File: src/design/ecs_pkg.sv
// ecs_pkg: shared widths, codes and types of the 3x3 edge contrast suppressor.
// No dependencies; imported by ecs_contrast and edge_contrast_suppress_3x3.
`default_nettype none

package ecs_pkg;

   localparam int PIX_W         = 8;
   localparam int THR_W         = 11;
   localparam int WREG_W        = 11;
   localparam int ROW_W         = 13;
   localparam int CSR_W         = 13;
   localparam int CSR_IDX_W     = 2;
   localparam int PSUM_W        = 9;
   localparam int SUM_W         = 11;
   localparam int DEF_MAX_WIDTH = 1024;

   localparam logic [PIX_W-1:0]  EDGE_MARK     = 8'd255;
   localparam logic [THR_W-1:0]  RST_THRESHOLD = 11'd0;
   localparam logic [WREG_W-1:0] RST_WIDTH     = 11'd1024;
   localparam logic [ROW_W-1:0]  RST_HEIGHT    = 13'd768;

   typedef enum logic {
      OP_PIXEL = 1'b0,
      OP_FLUSH = 1'b1
   } op_type;

   typedef enum logic [CSR_IDX_W-1:0] {
      CSR_THRESHOLD = 2'd0,
      CSR_WIDTH     = 2'd1,
      CSR_HEIGHT    = 2'd2
   } csr_idx_type;

   // 3x3 gray window, [row][col], row 0 is the oldest line
   typedef logic [2:0][2:0][PIX_W-1:0] win_type;

   typedef logic [3:0][PSUM_W-1:0] psum_type;

endpackage

`default_nettype wire

File: src/design/ecs_contrast.sv
// ecs_contrast: sum of absolute differences between window centre and its 8 neighbors.
// Depends on ecs_pkg. Partial sums registered, final add combinational.
`default_nettype none

module ecs_contrast (
   input  logic                      clock,
   input  logic                      advance,
   input  ecs_pkg::win_type          win,
   output logic [ecs_pkg::SUM_W-1:0] sum
);

   import ecs_pkg::*;

   function automatic logic [PIX_W-1:0] absdiff(input logic [PIX_W-1:0] a,
                                                input logic [PIX_W-1:0] b);
      return (a > b) ? (a - b) : (b - a);
   endfunction

   logic [7:0][PIX_W-1:0] diff;
   logic [PIX_W-1:0]      centre;
   psum_type              psum_in;
   psum_type              psum_ff;

   always_comb begin
      centre  = win[1][1];
      diff[0] = absdiff(win[0][0], centre);
      diff[1] = absdiff(win[0][1], centre);
      diff[2] = absdiff(win[0][2], centre);
      diff[3] = absdiff(win[1][0], centre);
      diff[4] = absdiff(win[1][2], centre);
      diff[5] = absdiff(win[2][0], centre);
      diff[6] = absdiff(win[2][1], centre);
      diff[7] = absdiff(win[2][2], centre);
      for (int k = 0; k < 4; k++) begin
         psum_in[k] = PSUM_W'(diff[2*k]) + PSUM_W'(diff[2*k+1]);
      end
   end

   always_ff @(posedge clock) begin
      if (advance) begin
         psum_ff <= psum_in;
      end
   end

   assign sum = SUM_W'(psum_ff[0]) + SUM_W'(psum_ff[1])
              + SUM_W'(psum_ff[2]) + SUM_W'(psum_ff[3]);

endmodule

`default_nettype wire

File: config.mk
export PLATFORM = sky130hd
export DESIGN_NAME = ecs_contrast
export DESIGN_NICKNAME = d
export VERILOG_FILES = /design/src/design/ecs_pkg.sv /design/src/design/ecs_contrast.sv
export SDC_FILE = /design/constraint.sdc
export NUM_CORES = 1
export LEC_CHECK = 0
export BUFFER_PORTS_ARGS = -buffer_cell sky130_fd_sc_hd__buf_4
export CAP_MARGIN = 20
export CORE_MARGIN = 2
export CORE_UTILIZATION = 35
export CTS_BUF_LIST = sky130_fd_sc_hd__clkbuf_4 sky130_fd_sc_hd__clkbuf_8
export CTS_CLUSTER_SIZE = 28
export DETAILED_ROUTE_END_ITERATION = 10
export SETUP_SLACK_MARGIN = 0.3
export SLEW_MARGIN = 20
export SYNTH_ARGS = -nofsm -noshare
export SYNTH_HDL_FRONTEND = slang
export SYNTH_SLANG_ARGS = --single-unit
File: constraint.sdc
create_clock -name clock -period 12 [get_ports clock]
set_input_delay 1.2 -clock clock [delete_from_list [all_inputs] [get_ports clock]]
set_output_delay 1.2 -clock clock [all_outputs]
set_load 0.01 [all_outputs]
# After elaboration in Yosys (flattened, before gate mapping)
# Cells that the tools add are included.
[totals] ff_bits=36 in_bits=74 output_inout_bits=11 word_cells=43
[op_classes] addsub=23 order_cmp=8 muxes=8
[ops] cell="$sub A8 B8 Y8" count=16
[ops] cell="$gt A8 B8 Y1" count=8
[ops] cell="$mux W8" count=8
[ops] cell="$add A8 B8 Y9" count=4
[ops] cell="$add A10 B9 Y11" count=1
[ops] cell="$add A11 B9 Y11" count=1
[ops] cell="$add A9 B9 Y10" count=1

# Depth between registers and ports, before layout
[logic_depth] word_depth=3 depth_mapped=16

# Worst setup path after synthesis
# Ideal clock, no wire load.
[synth_path] path_kind="input to register" from="in win[33] in the netlist's numbering" to="reg psum_ff[17] in the netlist's numbering, data pin" setup_time_ps=254 arrival_ps=4356 setup_slack_ps=7390 cell_stages=13 cell_sequence="inv_1 fa_1 a21oi_2 or3b_1 a31o_1 buf_6 mux2_2 fa_1 a21o_1 a21oi_1 o21ai_0 a21o_1 a21o_1"
[synth_rtl] item="start: declaration" line_no="ecs_contrast.sv:8" rtl="input ecs_pkg::win_type win,"
[synth_rtl] item="end signal: assignment" line_no="ecs_contrast.sv:41" rtl="psum_ff <= psum_in;"
[synth_rtl] item="end: declaration" line_no="ecs_contrast.sv:22" rtl="psum_type psum_ff;"

==> impl_metrics.toml <==
[finish]
regMostFlops = "psum_ff"
nets = 1219
drive_above_1_share_pct = 12.26
largest_reg_flops = 36
diodes = 0
area_delta_synth_final_pct = 12.35
fillers = 2286
reg.largest.list = "psum_ff: 36 flops"
fin_util_pct = 39.78

[synth]
synth_top_area_cell = "ha_1"
ys_types = 45
ys_seq_elements = 36
syn-instance-count = 879
yosys-top-cells-count = "162 x ha_1, 133 x inv_1, 79 x a21oi_1"
synth_seq_area_share_pct = 13.61
synth_nets = 1153
syn_avg_cell_area_um2 = 9.036
yosys_warnings = 0
synthesis.area_mm2 = 0.007943
yosysMostFrequentCell = "ha_1"
synth_enable_flop_cells = 36
synth_ff_type = "edfxtp_1"
synth_top_area_share_pct = 25.52
async_reset_ff_share_pct = 0
synth.area.top_cells = "ha_1 26%, edfxtp_1 14%, fa_1 9.6%"

[drt]
viasPerCell = 5.241
routed-via-count = 6452
dr.pass1.iters = 5
routed_wl_mm = 20.44
drtAntennaViolNets = 0
first_iter_violations = 345
wire_per_inst_um = 16.61
drcViolationCount = 0

[sta]
holdWs_ns = 1.377
rsz0062_at_grt = "false"
setup_viol = 0
fin_setup_tns_ns = 0
fmax_mhz = 196.3
slew_headroom_pct = 35.03
period_minus_slack_ns = 5.093
maxSlewViolCount = 0
finalHoldViolations = 0
tightest_slew_ns = 0.9734
fin_crit_sh_pct = 42.44

[placed_design]
dp.final_hpwl_mm = 16.79
io_buffers = 84
gp_congestion = 0.8812

[critical_path]
arrival_ns = 5.14
cp-end-kind = "flip-flop"
cp_max_fo = 17
startpoint_type = "input port"
critPathRequiredTime_ns = 12.04
critPathKind = "in2reg"

[grt]
grt_pass1_wl_mm = 32.71
grt_usage_pct = 17.09
grt_overflow_total = 0
antenna_found_initial = 0
first_global_vias = 6311
grt_max_degree = 37

[power]
peakVddDrop_mv = 0.6183
p_leak_nw = 4.571
p_per_area_mw_per_mm2 = 255.8
total_power_w = 0.002283

[clock_tree]
clockBufferDepth = 2
root_buffer = "clkbuf_8"
post_cts_resized = 0
cts_buffers = 5
cts_tree = "yes"
cts_sinks = 36
path_clk_slew_ns = 0.07
cts_setup_buffers = 0
cts_hold_buf = 0
htree_levels = 2

[floorplan]
die_y_um = 154.6
io-pin-count = 85
row_count = 55
design.die.area_mm2 = 0.02391
start_util_pct = 35.40
fp.dieW_um = 154.6
core_mm2 = 0.02243

[status]
outcome = "completed"

[worst_hold_path]
min_path_type = "in2reg"
hold-path-cell-count = 1

[job]
max_cap_violations = 0
[logic make-up (layout without fill, tap and decap cells)]
logic type,count (synthesis),after routing,synth area share (%)
AND/OR/NAND/NOR,109,109,7.089
AO/OA/AOI/OAI,254,254,22.12
multiplexers,47,47,6.049
buffers and inverters,158,225,7.766
flip-flops,36,36,13.61
adder cells (fa/ha/maj),200,200,35.10
XOR/XNOR,75,75,8.270
[per-stage QoR]
stage,std cells,worst slack [ns],cell area [um^2]
final,1231,6.907,8924
after global routing,1231,6.625,8924
after CTS,1231,6.854,8924
after detailed placement,1223,6.558,8812
after global placement,1223,6.653,8812
after floorplan,879,7.390,7943
[cell usage in the layout (no fill, tap or decap), types with 2 or more instances in the layout]
cell,synthesis,layout
nor3_1,5,5
ha_1,162,162
inv_1,133,133
o21ai_0,10,10
xnor2_1,35,35
nand4_1,12,12
xor2_1,40,40
a21oi_2,7,7
a221oi_2,7,7
edfxtp_1,36,36
o22ai_1,8,8
a21o_1,63,63
nand3b_1,14,14
nor2b_1,2,2
and3_1,7,7
clkbuf_8,0,5
and4_1,4,4
o21a_1,13,13
mux2i_1,39,39
nor2_1,27,27
a31oi_1,17,17
mux2_2,8,8
nor4_1,4,4
o41ai_1,2,2
o21bai_1,9,9
fa_1,38,38
a211oi_1,18,18
a221oi_1,4,4
o211a_1,5,5
buf_4,1,84
nand2_1,30,30
o2bb2ai_1,6,6
a21oi_1,79,79
[power breakdown]
part	switching, W	internal, W
combinational	0.000999	0.000926
sequential	0.0000254	0.000229
clock	0.0000402	0.0000638
total	0.00106	0.00122
[final timing paths]
kind	startpoint	endpoint	slack (ns)
worst max-delay path	win[33]	psum_ff[17]	6.91
worst min-delay path	advance	psum_ff[0]	1.38
[cell type report]
| class | count | area [um^2] | area share (%) |
|---|---|---|---|
| Inverter | 133 | 499.2 | 5.595 |
| Tap cell | 285 | 356.6 | 3.996 |
| Multi-Input combinational cell | 685 | 6245 | 69.98 |
| Clock buffer | 6 | 76.32 | 0.8553 |
| Clock inverter | 2 | 35.03 | 0.3926 |
| Timing Repair Buffer | 84 | 630.6 | 7.067 |
| Sequential cell | 36 | 1081 | 12.11 |
[routing by layer]
layer | GRT usage (%) | up-vias | part of all wire [%]
met1 | 24.93 | 3050 | 50
met3 | 2.073 | 20 | 3.7
met2 | 27.76 | 137 | 45
li1 | - | 3245 | -
met5 | 0 | - | 0
met4 | 2.381 | 0 | 1.4
[critical path, cell delays in order]
cell     delay (ns)
buf_4          0.30
inv_1          0.53
fa_1           0.62
a21oi_2        0.15
or3b_1         0.14
a31o_1         0.35
mux2_2         0.41
fa_1           0.45
a21o_1         0.19
a21oi_1        0.26
o21ai_0        0.15
a21o_1         0.19
a21o_1         0.17
No activity file was read; power rests on OpenSTA's default activity.
